`src/rtl/paged_intel_hex_encoder_core_defines.svh`:
```
// Assertion macros for the paged Intel HEX encoder core.
`ifndef PAGED_INTEL_HEX_ENCODER_CORE_DEFINES_SVH
`define PAGED_INTEL_HEX_ENCODER_CORE_DEFINES_SVH

`ifndef NO_ASSERTIONS

// Same-cycle implication, checked out of reset.
`define PHEX_ASSERT_IMPLY(label, clk, rst, ante, cons) \
  label: assert property (@(posedge clk) disable iff (rst) (ante) |-> (cons)) \
    else $error("phex assertion failed");

// Next-cycle implication, checked out of reset.
`define PHEX_ASSERT_NEXT(label, clk, rst, ante, cons) \
  label: assert property (@(posedge clk) disable iff (rst) (ante) |=> (cons)) \
    else $error("phex assertion failed");

`else

`define PHEX_ASSERT_IMPLY(label, clk, rst, ante, cons)
`define PHEX_ASSERT_NEXT(label, clk, rst, ante, cons)

`endif

`endif

```
`src/rtl/phex_pkg.sv`:
```
// Shared types, constants and helpers for the paged Intel HEX encoder.
`default_nettype none

package phex_pkg;

  localparam int BYTES_PER_RECORD = 32;
  localparam int RECORDS_PER_PAGE = 512;

  localparam int REC_AW  = $clog2(BYTES_PER_RECORD);
  localparam int FILL_W  = $clog2(BYTES_PER_RECORD + 1);
  localparam int RIP_W   = $clog2(RECORDS_PER_PAGE);

  localparam logic [15:0] BASE_RESET  = 16'h4000;
  localparam logic [15:0] ADDR_STEP   = 16'h0020;
  localparam logic [7:0]  PAGE_CS_ADD = 8'h04;

  localparam logic [7:0] CH_COLON = 8'h3A;
  localparam logic [7:0] CH_ZERO  = 8'h30;
  localparam logic [7:0] CH_ONE   = 8'h31;
  localparam logic [7:0] CH_TWO   = 8'h32;
  localparam logic [7:0] CH_F     = 8'h46;
  localparam logic [7:0] CH_CR    = 8'h0D;
  localparam logic [7:0] CH_LF    = 8'h0A;

  // one character from the sequencer to the word packer
  typedef struct packed {
    logic       valid;
    logic [7:0] code;
    logic       last;   // last character of this input word's text
    logic       done;   // last character of the end-of-file record
  } char_beat_t;

  // record store access
  typedef struct packed {
    logic              we;
    logic [REC_AW-1:0] waddr;
    logic [7:0]        wdata;
    logic              re;
    logic [REC_AW-1:0] raddr;
  } store_req_t;

  function automatic logic [7:0] hex_char(input logic [3:0] nib);
    logic [7:0] offs;
    offs = (nib < 4'd10) ? CH_ZERO : 8'h37;
    return {4'h0, nib} + offs;
  endfunction

endpackage

`default_nettype wire

```
`src/rtl/phex_store.sv`:
```
// Record byte store: one write port, one registered read port.
`default_nettype none

module phex_store
  import phex_pkg::*;
(
  input  wire logic       clk,
  input  wire store_req_t req,
  output logic [7:0]      rd_data
);

  logic [7:0] mem [BYTES_PER_RECORD];

  always_ff @(posedge clk) begin
    if (req.we) begin
      mem[req.waddr] <= req.wdata;
    end
  end

  // read data holds until the next read
  always_ff @(posedge clk) begin
    if (req.re) begin
      rd_data <= mem[req.raddr];
    end
  end

endmodule

`default_nettype wire

```
`src/rtl/phex_seq.sv`:
```
// Record sequencer: takes bytes, tracks record/page state, emits text characters.
`default_nettype none

module phex_seq
  import phex_pkg::*;
(
  input  wire logic        clk,
  input  wire logic        rst,
  input  wire logic        in_valid,
  output logic             in_ready,
  input  wire logic [7:0]  in_byte,
  input  wire logic        in_final,
  input  wire logic [15:0] page_base,
  output store_req_t       st_req,
  input  wire logic [7:0]  st_rd_data,
  output char_beat_t       ch,
  input  wire logic        ch_ready
);

  localparam int IDX_W = 5;

  typedef enum logic [2:0] {
    S_IDLE, S_PAGE, S_HEAD, S_DATA, S_TAIL, S_EOF
  } state_t;

  state_t            state;
  logic [IDX_W-1:0]  idx;
  logic [REC_AW-1:0] byte_idx;
  logic              nib;
  logic              fin;
  logic [FILL_W-1:0] fill_count;
  logic [7:0]        data_sum;
  logic [15:0]       record_address;
  logic [RIP_W-1:0]  record_in_page;
  logic [15:0]       page_number;

  logic              accept, adv;
  logic [FILL_W-1:0] fill_next;
  logic              rec_full;
  logic [7:0]        cnt8, rsum, rcs, pcs;
  logic              data_end;

  assign in_ready  = (state == S_IDLE);
  assign accept    = in_valid && in_ready;
  assign fill_next = fill_count + FILL_W'(1);
  assign rec_full  = (fill_next == FILL_W'(BYTES_PER_RECORD));
  assign adv       = ch.valid && ch_ready;

  assign cnt8     = 8'(fill_count);
  assign rsum     = record_address[15:8] + record_address[7:0] + data_sum + cnt8;
  assign rcs      = 8'd0 - rsum;
  assign pcs      = 8'd0 - (PAGE_CS_ADD + page_number[7:0]);
  assign data_end = (FILL_W'(byte_idx) == fill_count - FILL_W'(1));

  always_comb begin
    st_req.we    = accept;
    st_req.waddr = fill_count[REC_AW-1:0];
    st_req.wdata = in_byte;
    st_req.re    = adv && (((state == S_HEAD) && (idx == IDX_W'(8))) ||
                           ((state == S_DATA) && nib));
    st_req.raddr = (state == S_HEAD) ? '0 : byte_idx + REC_AW'(1);
  end

  // character for the current position
  always_comb begin
    ch.valid = (state != S_IDLE);
    ch.code  = CH_ZERO;
    ch.last  = 1'b0;
    ch.done  = 1'b0;
    case (state)
      S_PAGE: begin
        case (idx)
          IDX_W'(0):  ch.code = CH_COLON;
          IDX_W'(2),
          IDX_W'(8):  ch.code = CH_TWO;
          IDX_W'(9):  ch.code = hex_char(page_number[15:12]);
          IDX_W'(10): ch.code = hex_char(page_number[11:8]);
          IDX_W'(11): ch.code = hex_char(page_number[7:4]);
          IDX_W'(12): ch.code = hex_char(page_number[3:0]);
          IDX_W'(13): ch.code = hex_char(pcs[7:4]);
          IDX_W'(14): ch.code = hex_char(pcs[3:0]);
          IDX_W'(15): ch.code = CH_CR;
          IDX_W'(16): ch.code = CH_LF;
          default:    ch.code = CH_ZERO;
        endcase
      end
      S_HEAD: begin
        case (idx)
          IDX_W'(0): ch.code = CH_COLON;
          IDX_W'(1): ch.code = hex_char(cnt8[7:4]);
          IDX_W'(2): ch.code = hex_char(cnt8[3:0]);
          IDX_W'(3): ch.code = hex_char(record_address[15:12]);
          IDX_W'(4): ch.code = hex_char(record_address[11:8]);
          IDX_W'(5): ch.code = hex_char(record_address[7:4]);
          IDX_W'(6): ch.code = hex_char(record_address[3:0]);
          default:   ch.code = CH_ZERO;
        endcase
      end
      S_DATA: begin
        ch.code = nib ? hex_char(st_rd_data[3:0]) : hex_char(st_rd_data[7:4]);
      end
      S_TAIL: begin
        case (idx)
          IDX_W'(0): ch.code = hex_char(rcs[7:4]);
          IDX_W'(1): ch.code = hex_char(rcs[3:0]);
          IDX_W'(2): ch.code = CH_CR;
          default:   ch.code = CH_LF;
        endcase
        ch.last = (idx == IDX_W'(3)) && !fin;
      end
      S_EOF: begin
        case (idx)
          IDX_W'(0):  ch.code = CH_COLON;
          IDX_W'(8):  ch.code = CH_ONE;
          IDX_W'(9),
          IDX_W'(10): ch.code = CH_F;
          default:    ch.code = CH_ZERO;
        endcase
        ch.last = (idx == IDX_W'(10));
        ch.done = (idx == IDX_W'(10));
      end
      default: begin
        ch.code = CH_ZERO;
      end
    endcase
  end

  always_ff @(posedge clk) begin
    if (rst) begin
      state          <= S_IDLE;
      idx            <= '0;
      byte_idx       <= '0;
      nib            <= 1'b0;
      fin            <= 1'b0;
      fill_count     <= '0;
      data_sum       <= '0;
      record_address <= BASE_RESET;
      record_in_page <= '0;
      page_number    <= '0;
    end else begin
      case (state)
        S_IDLE: begin
          if (accept) begin
            fill_count <= fill_next;
            data_sum   <= data_sum + in_byte;
            fin        <= in_final;
            idx        <= '0;
            if (rec_full || in_final) begin
              state <= (record_in_page == '0) ? S_PAGE : S_HEAD;
            end
          end
        end
        S_PAGE: begin
          if (adv) begin
            if (idx == IDX_W'(16)) begin
              state          <= S_HEAD;
              idx            <= '0;
              page_number    <= page_number + 16'd1;
              record_address <= page_base;
            end else begin
              idx <= idx + IDX_W'(1);
            end
          end
        end
        S_HEAD: begin
          if (adv) begin
            if (idx == IDX_W'(8)) begin
              state    <= S_DATA;
              byte_idx <= '0;
              nib      <= 1'b0;
            end else begin
              idx <= idx + IDX_W'(1);
            end
          end
        end
        S_DATA: begin
          if (adv) begin
            if (!nib) begin
              nib <= 1'b1;
            end else if (data_end) begin
              state <= S_TAIL;
              idx   <= '0;
            end else begin
              nib      <= 1'b0;
              byte_idx <= byte_idx + REC_AW'(1);
            end
          end
        end
        S_TAIL: begin
          if (adv) begin
            if (idx == IDX_W'(3)) begin
              state          <= fin ? S_EOF : S_IDLE;
              idx            <= '0;
              record_address <= record_address + ADDR_STEP;
              record_in_page <= (record_in_page == RIP_W'(RECORDS_PER_PAGE - 1)) ?
                                '0 : record_in_page + RIP_W'(1);
              fill_count     <= '0;
              data_sum       <= '0;
            end else begin
              idx <= idx + IDX_W'(1);
            end
          end
        end
        S_EOF: begin
          if (adv) begin
            if (idx == IDX_W'(10)) begin
              state          <= S_IDLE;
              idx            <= '0;
              fill_count     <= '0;
              data_sum       <= '0;
              record_in_page <= '0;
              page_number    <= '0;
              record_address <= page_base;
            end else begin
              idx <= idx + IDX_W'(1);
            end
          end
        end
        default: begin
          state <= S_IDLE;
        end
      endcase
    end
  end

endmodule

`default_nettype wire

```
`src/rtl/phex_pack.sv`:
```
// Word packer: gathers characters into 4-character words behind an output register.
`default_nettype none

module phex_pack
  import phex_pkg::*;
(
  input  wire logic       clk,
  input  wire logic       rst,
  input  wire char_beat_t ch,
  output logic            ch_ready,
  output logic            out_valid,
  input  wire logic       out_ready,
  output logic [31:0]     out_chars,
  output logic [2:0]      out_count,
  output logic            out_last,
  output logic            out_done
);

  logic [7:0]  held [3];
  logic [1:0]  cnt;
  logic        out_free, push, take;
  logic [31:0] word;

  assign out_free = !out_valid || out_ready;
  assign push     = (cnt == 2'd3) || ch.last;
  assign ch_ready = !push || out_free;
  assign take     = ch.valid && ch_ready;

  always_comb begin
    for (int j = 0; j < 4; j++) begin
      if (j < 3 && 2'(j) < cnt) begin
        word[8*j +: 8] = held[j < 3 ? j : 0];
      end else if (3'(j) == {1'b0, cnt}) begin
        word[8*j +: 8] = ch.code;
      end else begin
        word[8*j +: 8] = 8'h00;
      end
    end
  end

  always_ff @(posedge clk) begin
    if (rst) begin
      cnt       <= '0;
      out_valid <= 1'b0;
    end else begin
      if (take && push) begin
        out_valid <= 1'b1;
      end else if (out_ready) begin
        out_valid <= 1'b0;
      end
      if (take) begin
        cnt <= push ? 2'd0 : cnt + 2'd1;
      end
    end
  end

  always_ff @(posedge clk) begin
    if (take && !push) begin
      held[cnt] <= ch.code;
    end
    if (take && push) begin
      out_chars <= word;
      out_count <= {1'b0, cnt} + 3'd1;
      out_last  <= ch.last;
      out_done  <= ch.done;
    end
  end

endmodule

`default_nettype wire

```
`src/rtl/paged_intel_hex_encoder_core.sv`:
```
// Top level of the paged Intel HEX encoder: binary bytes in, packed ASCII words out.
//
//  channel  | dir | words                  | contents
//  ---------+-----+------------------------+-------------------------------------------
//  s_axis   | in  | one image byte         | tdata[7:0] data_byte, tlast final_byte
//  m_axis   | out | up to 4 ASCII chars    | tdata chars a..d, char_count; tlast run_last;
//           |     |                        | tuser file_done
//  cfg      | in  | page base write        | cfg_data[15:0]
//
// A byte that completes no record is taken and gives no word.
// A byte that closes a record is taken, then the sequencer emits its text one
// character at a time as the word packer takes them: 17 characters for the
// page header (first record of a page), 13 + 2*n for an n-byte data record
// and 11 for the end-of-file record.
// s_axis_tready is high only while the sequencer is idle; a held output word
// stalls the sequencer, not the last finished word, which waits in m_axis.
// rst is synchronous, active high; the page base resets to 0x4000.
`default_nettype none

`include "paged_intel_hex_encoder_core_defines.svh"

module paged_intel_hex_encoder_core
  import phex_pkg::*;
(
  input  wire logic        clk,
  input  wire logic        rst,

  input  wire logic        s_axis_tvalid,
  output logic             s_axis_tready,
  input  wire logic [7:0]  s_axis_tdata,   // [7:0] data_byte
  input  wire logic        s_axis_tlast,   // final_byte

  output logic             m_axis_tvalid,
  input  wire logic        m_axis_tready,
  output logic [39:0]      m_axis_tdata,   // [7:0] a, [15:8] b, [23:16] c, [31:24] d,
                                           // [34:32] char_count, [39:35] zero
  output logic             m_axis_tlast,   // run_last
  output logic [0:0]       m_axis_tuser,   // [0] file_done

  input  wire logic        cfg_valid,
  output logic             cfg_ready,
  input  wire logic [15:0] cfg_data        // page base
);

  logic [15:0] page_base;
  store_req_t  st_req;
  logic [7:0]  st_rd_data;
  char_beat_t  ch;
  logic        ch_ready;
  logic [31:0] out_chars;
  logic [2:0]  out_count;
  logic        out_done;

  // register write is always taken; it only matters at the next page start
  assign cfg_ready = 1'b1;

  always_ff @(posedge clk) begin
    if (rst) begin
      page_base <= BASE_RESET;
    end else if (cfg_valid) begin
      page_base <= cfg_data;
    end
  end

  phex_seq u_seq (
    .clk        (clk),
    .rst        (rst),
    .in_valid   (s_axis_tvalid),
    .in_ready   (s_axis_tready),
    .in_byte    (s_axis_tdata),
    .in_final   (s_axis_tlast),
    .page_base  (page_base),
    .st_req     (st_req),
    .st_rd_data (st_rd_data),
    .ch         (ch),
    .ch_ready   (ch_ready)
  );

  // record bytes live here; reads trail the writes of the same record
  phex_store u_store (
    .clk     (clk),
    .req     (st_req),
    .rd_data (st_rd_data)
  );

  phex_pack u_pack (
    .clk       (clk),
    .rst       (rst),
    .ch        (ch),
    .ch_ready  (ch_ready),
    .out_valid (m_axis_tvalid),
    .out_ready (m_axis_tready),
    .out_chars (out_chars),
    .out_count (out_count),
    .out_last  (m_axis_tlast),
    .out_done  (out_done)
  );

  assign m_axis_tdata = {5'd0, out_count, out_chars};
  assign m_axis_tuser = out_done;

  // idle sequencer never offers a character
  `PHEX_ASSERT_IMPLY(a_idle_quiet, clk, rst, s_axis_tready, !ch.valid)
  // a word that ends the file also ends its run
  `PHEX_ASSERT_IMPLY(a_done_last, clk, rst, m_axis_tvalid && m_axis_tuser[0], m_axis_tlast)
  // character count of a shown word is 1 to 4
  `PHEX_ASSERT_IMPLY(a_count_range, clk, rst, m_axis_tvalid,
                     m_axis_tdata[34:32] != 3'd0 && m_axis_tdata[34:32] <= 3'd4)
  // a final byte always starts text, so input closes next cycle
  `PHEX_ASSERT_NEXT(a_final_busy, clk, rst,
                    s_axis_tvalid && s_axis_tready && s_axis_tlast, !s_axis_tready)

endmodule

`default_nettype wire

```
`config.mk`:
```
export PLATFORM = sky130hd
export DESIGN_NAME = paged_intel_hex_encoder_core
export DESIGN_NICKNAME = d
export VERILOG_FILES = /design/src/rtl/phex_pkg.sv /design/src/rtl/phex_store.sv /design/src/rtl/phex_seq.sv /design/src/rtl/phex_pack.sv /design/src/rtl/paged_intel_hex_encoder_core.sv
export VERILOG_INCLUDE_DIRS = /design/src /design/src/rtl
export SDC_FILE = /design/constraint.sdc
export NUM_CORES = 1
export LEC_CHECK = 0
export BUFFER_PORTS_ARGS = -buffer_cell sky130_fd_sc_hd__buf_2
export CORE_ASPECT_RATIO = 0.8
export CORE_UTILIZATION = 55
export CTS_CLUSTER_SIZE = 28
export DETAILED_ROUTE_END_ITERATION = 8
export HOLD_SLACK_MARGIN = 0.05
export PLACE_DENSITY = 0.75
export SYNTH_ARGS = -nofsm -noshare
export SYNTH_HDL_FRONTEND = slang
export SYNTH_SLANG_ARGS = --single-unit
```
`constraint.sdc`:
```
create_clock -name clk -period 5.4 [get_ports clk]
set_clock_uncertainty 0.05 [all_clocks]
set_input_delay 1.08 -clock clk [delete_from_list [all_inputs] [get_ports clk]]
set_output_delay 1.08 -clock clk [all_outputs]
set_load 0.03 [all_outputs]
```
Word level (Yosys, flattened, before mapping)
Memories as Yosys holds them, arrays and structs flattened. A register that Yosys moved wholly into a read port is not among the register bits. Index checks and enable logic that the tools add are counted. Widths: inputs -> output; s select.

Word-level logic and storage cells: 260. Register bits after elaboration: 126. Memory bits (writable): 280. Memories: 2.

Order comparisons: 19. Equal/unequal tests: 42. Muxes and demuxes: 108. $add $sub $neg: 32. Reduce and logical (&&, ||, !) cells: 39.

Memory list: u_store.mem (words 32, width 8, rd ports 1, clocked after Yosys merged registers in 1, wr ports 1, line phex_store.sv:12) `logic [7:0] mem [BYTES_PER_RECORD];`; u_pack.held (words 3, width 8, rd ports 3, clocked after Yosys merged registers in 0, wr ports 1, line phex_pack.sv:19) `logic [7:0] held [3];`.

Operator list (number): $mux 16 (10); $add 4x8->8 (15); $mux 8 (12); $mux 3 (30); $mux 5 (18); $pmux 8 s10 (1); $lt 4x4->1 const B (15); $pmux 8 s7 (1); $pmux 16 s3 (1); $pmux 8 s3 (2); $mux 9 (5); $eq 5x4->1 const B (8); $pmux 8 s5 (1); $pmux 16 s2 (1); $mux 6 (5); $pmux 5 s6 (1); $add 8x8->8 (3); $pmux 7 s3 (1); $ne 2x1->1 const B (10); $pmux 3 s6 (1); $pmux 6 s3 (1); $pmux 9 s2 (1); $add 16x1->16 const B (1); $add 16x6->16 const B (1); 49 further kinds (95).

Longest topological paths before layout
Depth after elaboration: 11. Depth in mapped cells: 21. Gate-level depth less buffers: 20.

By module
From an unflattened synthesis, not the netlist that was laid out.

Cells, all modules: 1701. Area total of the unflattened synthesis: 21282.9 µm².

By module, submodules not included: phex_store (area each 10133.5 µm², times used 1, seq. area each 7927.6 µm², cells an instance 417); phex_seq (area each 8104.0 µm², times used 1, seq. area each 1401.3 µm², cells an instance 1079); phex_pack (area each 2411.1 µm², times used 1, seq. area each 1891.8 µm², cells an instance 145); paged_intel_hex_encoder_core (area each 634.4 µm², times used 1, seq. area each 320.3 µm², cells an instance 60).

Worst setup path after synthesis
OpenSTA, ideal clock, no wires.

Path kind: reg2reg. Start: register u_seq.fill_count[1]. End: register u_pack.out_chars[1], data pin. Arrival time: 5534 ps. Stages on the path, launching flop included: 22. Required time: 5090 ps. Period minus slack after synthesis: 5844 ps. Path slack: -444 ps. Path buffers: 1. Path through: dfxtp_1 > buf_2 > inv_1 > fa_1 > inv_1 > fa_1 > fa_1 > inv_1 > ha_1 > inv_1 > fa_1 > nand2b_1 > a21oi_1 > xor2_1 > a21o_1 > ha_1 > fa_1 > a221oi_1 > nor2_1 > a2111oi_0 > nand3_1 > mux2_2.

RTL lines: start: declaration (line phex_seq.sv:31) `logic [FILL_W-1:0] fill_count;`; start signal: assignment (line phex_seq.sv:144) `fill_count <= fill_next;`; end signal: assignment (line phex_pack.sv:62) `out_chars <= word;`; end: declaration (line phex_pack.sv:13) `output logic [31:0] out_chars,`.

==> results.sh <==
export IMPL_vias=16000
export IMPL_syn_inst=1919
export IMPL_antenna_cells=0
export IMPL_fp_dieArea_um2=39700
export IMPL_synth_area_top_cells="edfxtp_1, dfxtp_1, ha_1, nor2_1, a21oi_1"
export IMPL_num_rows=64
export IMPL_track_usage_pct=28.0
export IMPL_synth_async_sr_flop_share_pct=0
export IMPL_fp_dieH_um=178
export IMPL_mostFrequentLayoutCells="edfxtp_1, nor2_1, nand2_1"
export IMPL_crit_arrival_ps=5470
export IMPL_rsz0062_at_grt="yes"
export IMPL_period_share_pct=96.8
export IMPL_ys_ff_latch=407
export IMPL_yosysWarnings=0
export IMPL_drv_cap=0
export IMPL_gp_congestion=0.930
export IMPL_wirelength_mm=55.9
export IMPL_drcViolationCount=0
export IMPL_cts_sinks=407
export IMPL_synth_avg_cell_area_um2=11.1
export IMPL_report_power_total_mw=9.09
export IMPL_outcome="finished clean"
export IMPL_slew_viol_final=0
export IMPL_instances_no_fill=2496
export IMPL_use_met2_pct=42.0
export IMPL_synth_edf_count=318
export IMPL_area_growth_syn_to_layout_pct=10.7
export IMPL_num_io_pins=75
export IMPL_antenna_left=0
export IMPL_grt_overflow=0
export IMPL_required_ps=5640
export IMPL_p_per_area_nw_per_um2=383
export IMPL_post_place_cells=2419
export IMPL_dr_pass1_iters=8
export IMPL_final_common_cell="edfxtp_1"
export IMPL_worstPathMaxFanout=4
export IMPL_grtUsageMet3_pct=5.21
export IMPL_grt_start_max_net_pins=66
export IMPL_clock_path_buffers=3
export IMPL_clk_latency_ps=550
export IMPL_grt_antenna_before_repair=0
export IMPL_layout_nets=2102
export IMPL_grt_pass1_wl_mm=86.0
export IMPL_hp_class="flop to flop"
export IMPL_leakagePower_nw=8.41
export IMPL_ys_flop_type="edfxtp_1"
export IMPL_port_buffer_count=64
export IMPL_finalSetupViolations=0
export IMPL_ctsHtreeMaxLevel=2
export IMPL_worst_pin_slew_ps=1280
export IMPL_cts_root_buf="clkbuf_16"
export IMPL_hold_violations=0
export IMPL_drive_gt1_share_pct=14.1
export IMPL_yosysSeqAreaShare_pct=53.0
export IMPL_fin_crit_ps=5230
export IMPL_dpl_worst_slack_ps=-79.2
export IMPL_start_util_pct=55.9
export IMPL_final_setup_worst_slack_ps=170
export IMPL_cts_tree="done"
export IMPL_dp_hpwl_mm=38.4
export IMPL_timing_fmax_ghz=0.191
export IMPL_wire_per_inst_um=22.4
export IMPL_ys_types=92
export IMPL_relSlewSlack_pct=14.3
export IMPL_syn_area_um2=21400
export IMPL_grt_busiest_layer="met2"
export IMPL_viasPerCell=6.41
export IMPL_numCtsBuffers=41
export IMPL_die_w_um=223
export IMPL_first_iter_violations=1771
export IMPL_synth_top_area_share_pct=44.6
export IMPL_critPathKind="flop to flop"
export IMPL_path_clk_slew_ps=70
export IMPL_endpoint_kind="flop"
export IMPL_synth_top_area_cell="edfxtp_1"
export IMPL_startpoint_type="flop"
export IMPL_peakVddDrop_mv=0.432
export IMPL_groute_layer_met1_usage_pct=41.6
export IMPL_grt_pass1_vias=15100
export IMPL_coreArea_um2=38300
synth_stat cells, types with 30 or more instances:
master      n
a21oi_1   107
and3_1     30
clkbuf_1   83
dfxtp_1    89
edfxtp_1  318
ha_1       78
inv_1      88
mux2i_1    45
nand2_1   141
nand3_1    34
nor2_1    189
nor3_1     34
o21ai_0    53
xnor2_1    35
routing by layer:
metal / vias to the layer above / wire, um
met2: 738 / 24600
met3: 70 / 5020
li1: 7304 / -
met4: 0 / 924
met5: - / 0
met1: 7880 / 25300
timing repair:
item                       in CTS  in global routing
cloned                          0                  0
setup endpoints to repair       1                  6
gates resized for setup        10                 13
hold buffers                    0                  0
pin swaps                       6                 14
setup buffers                   0                  2
path summary, 6_finish.rpt:
path | slack, ps | from | to | depth (start not counted)
max | 170 | u_seq.data_sum[1]$_SDFFE_PP0P_ | u_pack.out_chars[1]$_DFFE_PP_ | 20
min | 440 | page_base[6]$_SDFFE_PP0P_ | u_seq.record_address[6]$_SDFFE_PP0P_ | 2
max reg2reg | 170 | u_seq.data_sum[1]$_SDFFE_PP0P_ | u_pack.out_chars[1]$_DFFE_PP_ | 20
min reg2reg | 440 | page_base[6]$_SDFFE_PP0P_ | u_seq.record_address[6]$_SDFFE_PP0P_ | 2
cell families after synthesis:
group	synth area share, %
fa+ha+maj	6.90
simple gates	13.0
mux	5.32
buf+inv	4.12
xor+xnor	2.15
flops	53.0
other cells	0.0351
compound gates	15.5
worst max-delay path: stages (launching register included):
cell	delay (ps)
dfxtp_2	340
inv_2	40
fa_2	560
inv_2	40
fa_2	360
fa_2	580
inv_2	40
ha_4	150
a211o_1	280
a211oi_2	260
or3_4	170
nand2_2	50
a21o_1	190
ha_2	200
fa_1	470
a221oi_2	260
nor2_1	80
a2111oi_2	270
buf_4	200
nand3_4	80
mux2_4	300
sequential cells by signal (all words and copies together) (netlist names), 8 cells and up:
| register | cells |
|---|---|
| u_store.mem | 256 |
| u_pack.out_chars | 28 |
| u_pack.held | 21 |
| page_base | 16 |
| u_seq.page_number | 16 |
| u_seq.record_address | 16 |
| u_seq.record_in_page | 9 |
| u_seq.data_sum | 8 |
| u_store.rd_data | 8 |
final cells by class:
type                            count  area (um^2)
Multi-Input combinational cell   1303         9370
Inverter                           91          342
Clock buffer                       54         1090
Tap cell                          495          619
Fill cell                        3024        14600
Sequential cell                   407        11300
Clock inverter                     21          150
Timing Repair Buffer              125          778
where the power goes:
part	switching (mW)	internal, mW	leakage, nW
Clock	1.19	1.49	0.603
Combinational	1.58	1.22	4.20
Sequential	0.0837	3.52	3.61
Total	2.86	6.23	8.41
metrics by stage:
stage	cell area (um^2)	TNS [ps]	util (%)	hold WS, ps
detailed placement	22300	-79.2	58.4	425
global placement	22300	0	58.4	426
floorplan	21500	0	-	392
CTS	23600	0	61.8	437
global route	23700	-279	61.9	461
finish	23700	0	61.9	436
Note: power is estimated with default switching activity, not from simulation.
